[src/hw/rtl/rgbycc_pkg.sv]
`timescale 1ns / 1ps

package rgbycc_pkg;

    localparam int FRAC_BITS = 16;
    localparam int COMP_W    = 8;
    localparam int OPND_W    = COMP_W + 1;
    localparam int COEF_W    = FRAC_BITS + 2;
    localparam int PROD_W    = COEF_W + OPND_W;
    localparam int ACC_W     = FRAC_BITS + 12;
    localparam int LANES     = 3;

    typedef logic [1:0] t_mode;

    localparam t_mode MODE_BGR2YCC  = 2'd0;
    localparam t_mode MODE_YCC2BGR  = 2'd1;
    localparam t_mode MODE_BGR2GRAY = 2'd2;
    localparam t_mode MODE_BYPASS   = 2'd3;

    typedef logic signed [COEF_W-1:0] t_coef;
    typedef logic signed [ACC_W-1:0]  t_acc;
    typedef logic signed [OPND_W-1:0] t_opnd;
    typedef logic signed [PROD_W-1:0] t_prod;

    function automatic t_coef fx_coef(input longint unsigned micro);
        longint unsigned scaled;
        scaled = ((micro << FRAC_BITS) + 64'd500000) / 64'd1000000;
        return COEF_W'(scaled);
    endfunction

    localparam t_coef K_ONE  = t_coef'(64'd1 << FRAC_BITS);
    localparam t_coef K_ZERO = '0;
    localparam t_coef K_YR   = fx_coef(64'd299000);
    localparam t_coef K_YG   = fx_coef(64'd587000);
    localparam t_coef K_YB   = fx_coef(64'd114000);
    localparam t_coef K_CB_R = fx_coef(64'd168736);
    localparam t_coef K_CB_G = fx_coef(64'd331264);
    localparam t_coef K_HALF = fx_coef(64'd500000);
    localparam t_coef K_CR_G = fx_coef(64'd418688);
    localparam t_coef K_CR_B = fx_coef(64'd81312);
    localparam t_coef K_R_CR = fx_coef(64'd1402000);
    localparam t_coef K_G_CB = fx_coef(64'd344136);
    localparam t_coef K_G_CR = fx_coef(64'd714136);
    localparam t_coef K_B_CB = fx_coef(64'd1772000);

    localparam t_acc OFF_ROUND  = t_acc'(64'd1 << (FRAC_BITS - 1));
    localparam t_acc OFF_CHROMA = t_acc'((64'd128 << FRAC_BITS) + (64'd1 << (FRAC_BITS - 1)));

    typedef struct packed {
        t_coef k0;
        t_coef k1;
        t_coef k2;
        t_acc  off;
    } t_lane_coef;

    typedef t_lane_coef [LANES-1:0] t_coef_set;

    typedef struct packed {
        logic adv2;
        logic adv3;
        logic adv4;
    } t_pipe_ctl;

    function automatic t_coef_set coef_set(input t_mode mode);
        t_coef_set s;
        t_lane_coef y;
        y = '{k0: K_YB, k1: K_YG, k2: K_YR, off: OFF_ROUND};
        case (mode)
            MODE_BGR2YCC: begin
                s[0] = y;
                s[1] = '{k0: K_HALF, k1: -K_CB_G, k2: -K_CB_R, off: OFF_CHROMA};
                s[2] = '{k0: -K_CR_B, k1: -K_CR_G, k2: K_HALF, off: OFF_CHROMA};
            end
            MODE_YCC2BGR: begin
                s[0] = '{k0: K_ONE, k1: K_B_CB, k2: K_ZERO, off: OFF_ROUND};
                s[1] = '{k0: K_ONE, k1: -K_G_CB, k2: -K_G_CR, off: OFF_ROUND};
                s[2] = '{k0: K_ONE, k1: K_ZERO, k2: K_R_CR, off: OFF_ROUND};
            end
            MODE_BGR2GRAY: begin
                s[0] = y;
                s[1] = y;
                s[2] = y;
            end
            default: begin
                s[0] = '{k0: K_ONE, k1: K_ZERO, k2: K_ZERO, off: OFF_ROUND};
                s[1] = '{k0: K_ZERO, k1: K_ONE, k2: K_ZERO, off: OFF_ROUND};
                s[2] = '{k0: K_ZERO, k1: K_ZERO, k2: K_ONE, off: OFF_ROUND};
            end
        endcase
        return s;
    endfunction

endpackage

[src/hw/rtl/rgb_ycbcr_color_converter.sv]
`timescale 1ns / 1ps

// Full-range JFIF color converter, one pixel per clock. Mode 0 turns B,G,R into
// Y,Cb,Cr, mode 1 turns Y,Cb,Cr into B,G,R, mode 2 puts the luma of B,G,R on all
// three outputs and mode 3 passes the pixel through. Coefficients carry 16
// fraction bits; every result is rounded half up and clamped to 0..255. A pixel
// passes the operand register, the multipliers, the adder and the round and
// clamp register in turn; the pipeline takes a new word every cycle while the
// output takes one, and when the output is held off only the full stages stall,
// so an empty stage still fills. Write the mode only while no pixel is in flight.

module rgb_ycbcr_color_converter (
    input  logic        i_clk,
    input  logic        i_rst_n,
    input  logic        i_cfg_wr_en,
    input  logic [1:0]  i_cfg_wr_data,
    input  logic        s_axis_tvalid,
    output logic        s_axis_tready,
    input  logic [23:0] s_axis_tdata,   // comp_a [7:0], comp_b [15:8], comp_c [23:16]
    input  logic        s_axis_tlast,   // frame_end
    output logic        m_axis_tvalid,
    input  logic        m_axis_tready,
    output logic [23:0] m_axis_tdata,   // res_a [7:0], res_b [15:8], res_c [23:16]
    output logic        m_axis_tlast    // frame_end_out
);
    import rgbycc_pkg::*;

    t_mode     r_mode;
    t_opnd     r_x0, r_x1, r_x2;
    t_opnd     n_x1, n_x2;
    t_mode     r_mode1;
    logic      r_v1, r_v2, r_v3, r_v4;
    logic      r_last1, r_last2, r_last3, r_last4;
    logic      adv1;
    t_pipe_ctl ctl;
    t_coef_set coefs;
    logic [7:0] res [LANES];

    assign ctl.adv4 = !r_v4 || m_axis_tready;
    assign ctl.adv3 = !r_v3 || ctl.adv4;
    assign ctl.adv2 = !r_v2 || ctl.adv3;
    assign adv1     = !r_v1 || ctl.adv2;

    assign s_axis_tready = adv1;

    always_comb begin
        if (r_mode == MODE_YCC2BGR) begin
            n_x1 = t_opnd'({1'b0, s_axis_tdata[15:8]}) - t_opnd'(128);
            n_x2 = t_opnd'({1'b0, s_axis_tdata[23:16]}) - t_opnd'(128);
        end else begin
            n_x1 = t_opnd'({1'b0, s_axis_tdata[15:8]});
            n_x2 = t_opnd'({1'b0, s_axis_tdata[23:16]});
        end
    end

    always_ff @(posedge i_clk) begin
        if (!i_rst_n) begin
            r_mode <= MODE_BGR2YCC;
            r_v1   <= 1'b0;
            r_v2   <= 1'b0;
            r_v3   <= 1'b0;
            r_v4   <= 1'b0;
        end else begin
            if (i_cfg_wr_en) begin
                r_mode <= i_cfg_wr_data;
            end
            if (adv1) begin
                r_v1 <= s_axis_tvalid;
            end
            if (ctl.adv2) begin
                r_v2 <= r_v1;
            end
            if (ctl.adv3) begin
                r_v3 <= r_v2;
            end
            if (ctl.adv4) begin
                r_v4 <= r_v3;
            end
        end
    end

    always_ff @(posedge i_clk) begin
        if (adv1) begin
            r_x0    <= t_opnd'({1'b0, s_axis_tdata[7:0]});
            r_x1    <= n_x1;
            r_x2    <= n_x2;
            r_mode1 <= r_mode;
            r_last1 <= s_axis_tlast;
        end
        if (ctl.adv2) begin
            r_last2 <= r_last1;
        end
        if (ctl.adv3) begin
            r_last3 <= r_last2;
        end
        if (ctl.adv4) begin
            r_last4 <= r_last3;
        end
    end

    assign coefs = coef_set(r_mode1);

    for (genvar g = 0; g < LANES; g++) begin : g_lane
        rgbycc_lane u_lane (
            .i_clk  (i_clk),
            .i_ctl  (ctl),
            .i_x0   (r_x0),
            .i_x1   (r_x1),
            .i_x2   (r_x2),
            .i_coef (coefs[g]),
            .o_res  (res[g])
        );
    end

    assign m_axis_tvalid = r_v4;
    assign m_axis_tdata  = {res[2], res[1], res[0]};
    assign m_axis_tlast  = r_last4;

endmodule

[src/hw/rtl/rgbycc_lane.sv]
`timescale 1ns / 1ps

module rgbycc_lane (
    input  logic                    i_clk,
    input  rgbycc_pkg::t_pipe_ctl   i_ctl,
    input  rgbycc_pkg::t_opnd       i_x0,
    input  rgbycc_pkg::t_opnd       i_x1,
    input  rgbycc_pkg::t_opnd       i_x2,
    input  rgbycc_pkg::t_lane_coef  i_coef,
    output logic [7:0]              o_res
);
    import rgbycc_pkg::*;

    t_prod n_p0, n_p1, n_p2;
    t_prod r_p0, r_p1, r_p2;
    t_acc  r_off;
    t_acc  n_acc, r_acc;
    logic [7:0] n_res, r_res;

    assign n_p0 = i_x0 * i_coef.k0;
    assign n_p1 = i_x1 * i_coef.k1;
    assign n_p2 = i_x2 * i_coef.k2;

    assign n_acc = ACC_W'(r_p0) + ACC_W'(r_p1) + ACC_W'(r_p2) + r_off;

    always_comb begin
        if (r_acc[ACC_W-1]) begin
            n_res = 8'd0;
        end else if (|r_acc[ACC_W-2:FRAC_BITS+8]) begin
            n_res = 8'd255;
        end else begin
            n_res = r_acc[FRAC_BITS+7:FRAC_BITS];
        end
    end

    always_ff @(posedge i_clk) begin
        if (i_ctl.adv2) begin
            r_p0  <= n_p0;
            r_p1  <= n_p1;
            r_p2  <= n_p2;
            r_off <= i_coef.off;
        end
        if (i_ctl.adv3) begin
            r_acc <= n_acc;
        end
        if (i_ctl.adv4) begin
            r_res <= n_res;
        end
    end

    assign o_res = r_res;

endmodule

[config.mk]
export PLATFORM = sky130hd
export DESIGN_NAME = rgb_ycbcr_color_converter
export DESIGN_NICKNAME = d
export VERILOG_FILES = /design/src/hw/rtl/rgbycc_pkg.sv /design/src/hw/rtl/rgb_ycbcr_color_converter.sv /design/src/hw/rtl/rgbycc_lane.sv
export SDC_FILE = /design/constraint.sdc
export NUM_CORES = 2
export LEC_CHECK = 0
export BUFFER_PORTS_ARGS = -buffer_cell sky130_fd_sc_hd__buf_2
export CORE_MARGIN = 8
export CORE_UTILIZATION = 40
export CTS_BUF_LIST = sky130_fd_sc_hd__clkbuf_8
export DETAILED_ROUTE_END_ITERATION = 12
export HOLD_SLACK_MARGIN = 0.1
export SKIP_LAST_GASP = 1
export SLEW_MARGIN = 10
export SYNTH_ARGS = -nofsm -noshare
export SYNTH_HDL_FRONTEND = slang
export SYNTH_HIERARCHICAL = 1
export SYNTH_SLANG_ARGS = --single-unit
[constraint.sdc]
create_clock -name i_clk -period 21.1 [get_ports i_clk]
set_clock_uncertainty 0.2 [all_clocks]
set_input_delay 1.055 -clock i_clk [delete_from_list [all_inputs] [get_ports i_clk]]
set_output_delay 1.055 -clock i_clk [all_outputs]
set_load 0.02 [all_outputs]
After elaboration in Yosys (flattened, before gate mapping) --
Index checks and enable logic that the tools add are counted.
Operators by class: mux-type cells 6, eq/ne operators 3, reductions and logical operators 12, add/subtract/negate cells 11, multipliers 9
Operators with widths (count):
- 246-bit one-hot mux with 3 select lines | 1
- 9-bit by 18-bit multiplier with 27-bit output | 9
- 27-bit by 27-bit adder with 28-bit output | 3
- 28-bit by 27-bit adder with 28-bit output | 3
- 28-bit adder | 3
- 8-bit two-way mux | 5
- 8-bit by 8-bit subtractor with 9-bit output, second input constant | 2
- 3-bit OR reduction | 3
- 2-bit by 1-bit == test with 1-bit output, second input constant | 2
- 1-bit logical NOT | 4
- 1-bit logical OR | 4
- 2-bit == test, second input constant | 1
- 2-bit logical NOT | 1
Storage, ports and cells: word-level logic and storage cells 74, output and inout port bits 27, register bits after elaboration 473, bits of input ports 32

Logic depth before layout (Yosys ltp) --
depth in word-level cells 5, gate-level depth with buffers 24, depth with buffers taken out 23

Modules after synthesis --
Netlist, hierarchy kept.
Modules (own cells, without submodules):
- rgbycc_lane at g_lane[1].u_lane | area each 22003.6 um^2, cells an instance 2090, times used 1
- rgbycc_lane at g_lane[0].u_lane | area each 21978.6 um^2, cells an instance 2083, times used 1
- rgbycc_lane at g_lane[2].u_lane | area each 21869.7 um^2, cells an instance 2066, times used 1
- rgb_ycbcr_color_converter | area each 1346.3 um^2, cells an instance 76, times used 1

Worst setup path after synthesis --
Ideal clock, no wire load.
path type register -> register, start register r_mode1[0], end register g_lane[2].u_lane.r_p1[26], data pin, slack 8.531 ns, arrival 12.109 ns, data required time 20.640 ns, buffers on the path 0, cell stages (with the launch flop) 23, cell sequence edfxtp_1 -> inv_1 -> ha_1 -> nor2_1 -> nor2_1 -> nand2_1 -> fa_1 -> inv_1 -> fa_1 -> inv_1 -> fa_1 -> inv_1 -> fa_1 -> fa_1 -> ha_1 -> nand2_1 -> o21ai_2 -> o31a_1 -> a2111o_1 -> a2111oi_4 -> o311ai_1 -> a21oi_2 -> xnor2_1
On the way: word-level cells in the longest chain between the ends 3
RTL lines:
- start: declaration | line rgb_ycbcr_color_converter.sv:31 | t_mode r_mode1;
- start signal: assignment | line rgb_ycbcr_color_converter.sv:87 | r_mode1 <= r_mode;
- 2-bit == test, or another cell as far along | line rgbycc_pkg.sv:68 | case (mode)
- 246-bit one-hot mux with 3 select lines * | line rgbycc_pkg.sv:68
- 9-bit by 18-bit multiplier with 27-bit output * | line rgbycc_lane.sv:21 | assign n_p1 = i_x1 * i_coef.k1;
- named net g_lane[2].u_lane.n_p1[26] | line rgbycc_lane.sv:14 | t_prod n_p0, n_p1, n_p2;
- end signal: assignment | line rgbycc_lane.sv:39 | r_p1 <= n_p1;
- end: declaration | line rgbycc_lane.sv:15 | t_prod r_p0, r_p1, r_p2;
The timed path passes the listed nets; every way through them passes the cells marked *. A chain may end at the register's enable or synchronous reset.

Final worst setup path --
start register r_mode1[0], end register g_lane[0].u_lane.r_p2[25], data pin
On the way: word-level cells in the longest chain between the ends 3
RTL lines:
- 2-bit == test, or another cell as far along | line rgbycc_pkg.sv:68
- 246-bit one-hot mux with 3 select lines * | line rgbycc_pkg.sv:68
- 9-bit by 18-bit multiplier with 27-bit output * | line rgbycc_lane.sv:22 | assign n_p2 = i_x2 * i_coef.k2;
- named net g_lane[0].u_lane.n_p2[25] | line rgbycc_lane.sv:14
- end signal: assignment | line rgbycc_lane.sv:40 | r_p2 <= n_p2;
- end: declaration | line rgbycc_lane.sv:15
Marks and branches as above.

==> results_dict.tcl <==
set metrics [dict create \
    status "completed" \
    coreArea_um2 167000 \
    relSlewSlack 0.265 \
    hold_ws_ps 217 \
    die_height_um 426 \
    synth-edff-count 419 \
    vias 43000 \
    grt_pass1_vias 47200 \
    hpwl_mm 110 \
    ctsLongestPathBuffers 3 \
    final_util 0.433 \
    post-cts-setup-buffers 0 \
    io_buffer_count 58 \
    synth-main-ff-cell "edfxtp_1" \
    via_per_inst 4.86 \
    crit_type "reg -> reg" \
    fillCellCount 15900 \
    cts_tree "done" \
    synth_cells 6315 \
    syn-cell-area_um2 67200 \
    ys_types 86 \
    hold_start "r_last2" \
    cts-root-buf "clkbuf_8" \
    setup_ws_ps 12850 \
    post-route-min-period_ps 8250 \
    synth_seq_cells 425 \
    antenna_found_initial 1 \
    routedWlPerCell_um 16.4 \
    drc 0 \
    setup-tns-final_ps 0 \
    rsz0062_at_grt "no" \
    die-area_um2 181000 \
    start_util 0.402 \
    area_delta_synth_final_pct 7.75 \
    ys_seq_area_frac 0.189 \
    critPathArrivalTime_ps 8580 \
    grt_max_degree 115 \
    overflow 0 \
    cts_sinks 425 \
    track_usage 0.166 \
    hold_path.class "reg -> reg" \
    required_ps 21430 \
    pre_cts_ws_ps 12860 \
    hold_end "r_last3" \
    yosysWarnings 6 \
    worst_pin_slew_ps 1100 \
    dr.pass1.iters 7 \
    hold_buffers 0 \
    layout_commonest_cell "fa_1" \
    hold_viol 0 \
    ant_nets 0 \
    cp-start-kind "flop" \
    crit_fanout 80 \
    htreeDepth 3 \
    mostFrequentLayoutCells "fa_1 (1356), inv_1 (1007), nand2_1 (704)" \
    routed_wl_mm 145 \
    io_pins 59 \
    rows 150 \
    postSynthAreaPerCell_um2 10.6 \
    reg2reg_slack_ps 12850 \
    max-cap-violations 0 \
    post-route-period-util 0.391 \
    fmax_mhz 121 \
    setup_viol 0 \
    rr_endpoint "g_lane[0].u_lane/r_p2[25]" \
    whs_path_depth 0 \
    gp_congestion 0.786 \
    drive_gt1_frac 0.0393 \
    cts_resized 0 \
    reg2regPathDepth 25 \
    end_kind "flop" \
    synth_async_sr_flop_share 0 \
    drv_slew 0 \
    crit-reg2reg-launch "r_mode1[0]" \
    die_w_um 426 \
    cts-buffers-inserted 80 \
    grt_pass1_wl_mm 245 \
    clk_pin_slew_worst_paths_ps 60 \
    drt_iter0_markers 1870 \
    clk_latency_ps 800 \
    nets 8547 \
]
## logic make-up after synthesis
family,Yosys count,share of synthesized area
and+or+nand+nor,1942,0.142
xor gates and xnor gates,259,0.0338
other,2,0.000112
AOI/OAI and AO/OA,546,0.0546
muxes,4,0.000596
adders and majority gates,1941,0.513
buffers and inverters,1196,0.0670
DFF,425,0.189
## cell usage after synthesis (all sizes together) (7+ instances only)
| master | n | share of area |
|---|---|---|
| or2 | 8 | 0.00074 |
| inv | 985 | 0.055 |
| and3 | 22 | 0.0020 |
| nor2 | 315 | 0.018 |
| xor2 | 58 | 0.0076 |
| nand3 | 42 | 0.0031 |
| nand4 | 20 | 0.0019 |
| o21ai | 99 | 0.0075 |
| nor2b | 17 | 0.0016 |
| a21oi | 166 | 0.013 |
| xnor2 | 201 | 0.026 |
| o21bai | 30 | 0.0034 |
| a21o | 66 | 0.0074 |
| fa | 1356 | 0.40 |
| and2 | 668 | 0.062 |
| clkbuf | 196 | 0.011 |
| nand2b | 41 | 0.0038 |
| a21boi | 7 | 0.00084 |
| o21a | 25 | 0.0028 |
| a211o | 14 | 0.0018 |
| a31oi | 17 | 0.0016 |
| buf | 15 | 0.00099 |
| edfxtp | 419 | 0.19 |
| nand2 | 705 | 0.039 |
| o211ai | 22 | 0.0025 |
| a211oi | 27 | 0.0032 |
| ha | 585 | 0.11 |
| nor3 | 51 | 0.0038 |
| or3 | 18 | 0.0017 |
## critical path, stage by stage, from the launching register on
cell and delay (ps):
edfxtp_1 450, inv_1 240, ha_4 580, nor2_1 170, nor2_4 100, buf_4 620, buf_4 680, nand2_1 170
fa_1 490, inv_1 90, fa_1 420, ha_1 290, inv_1 50, fa_1 530, inv_1 40, ha_1 280
ha_1 250, fa_1 430, a211oi_1 350, o211ai_1 220, a221oi_1 470, o211ai_1 260, nand3_1 160, nand3b_1 90
a21oi_1 190, xnor2_1 80
## routing by layer
layer  up-vias  routed length (um)  track usage  share of wire
li1      20100                   -            -              -
met1     22200               63100        0.216           0.43
met2       526               74100        0.295           0.51
met3       139                4010       0.0179          0.028
met4         0                3850       0.0470          0.027
met5         -                   0            0              0
## cell type report
| type | instances | area (um^2) | share of cell area |
|---|---|---|---|
| clock buffer | 80 | 1100 | 0.0152 |
| timing repair buffer | 113 | 703 | 0.00971 |
| inverter | 985 | 3700 | 0.0512 |
| sequential | 425 | 12700 | 0.175 |
| tap | 2204 | 2760 | 0.0381 |
| multi-input combinational | 4969 | 51100 | 0.705 |
| clock inverter | 62 | 358 | 0.00494 |
| antenna | 1 | 2.50 | 0.0000346 |
## sequential cells by signal, indices dropped and copies added, names as in the netlist, 2 cells and up
signal               cells
r_x1                     9
g_lane.u_lane/r_p1      81
r_mode                   2
g_lane.u_lane/r_off     84
g_lane.u_lane/o_res     24
r_x2                     9
g_lane.u_lane/r_p2      81
g_lane.u_lane/r_p0      81
g_lane.u_lane/r_acc     36
r_mode1                  2
r_x0                     8
## how the worst max path moves through the flow
stage	slack [ps]	cells past startpoint	to	start
2_1_floorplan	8530	22	g_lane[2].u_lane/r_p1[26]	r_mode1[0]
3_3_place_gp	12960	25	g_lane[2].u_lane/r_p0[19]	r_mode1[0]
3_5_place_dp	12860	24	g_lane[0].u_lane/r_p2[23]	r_mode1[0]
4_1_cts	12810	25	g_lane[0].u_lane/r_p2[25]	r_mode1[0]
5_1_grt	12220	25	g_lane[0].u_lane/r_p2[25]	r_mode1[0]
6_report	12850	25	g_lane[0].u_lane/r_p2[25]	r_mode1[0]
## metrics by stage
step | std cells | instance area [um^2]
6_report | 8839 | 72400
2_1_floorplan | 6590 | 68200
3_5_place_dp | 8696 | 70900
3_3_place_gp | 8696 | 70900
4_1_cts | 8838 | 72400
5_1_grt | 8839 | 72400
Power is left out: the tool's default activity adds up to more than one toggle a clock period on the data nets, which glitch-free logic cannot reach.
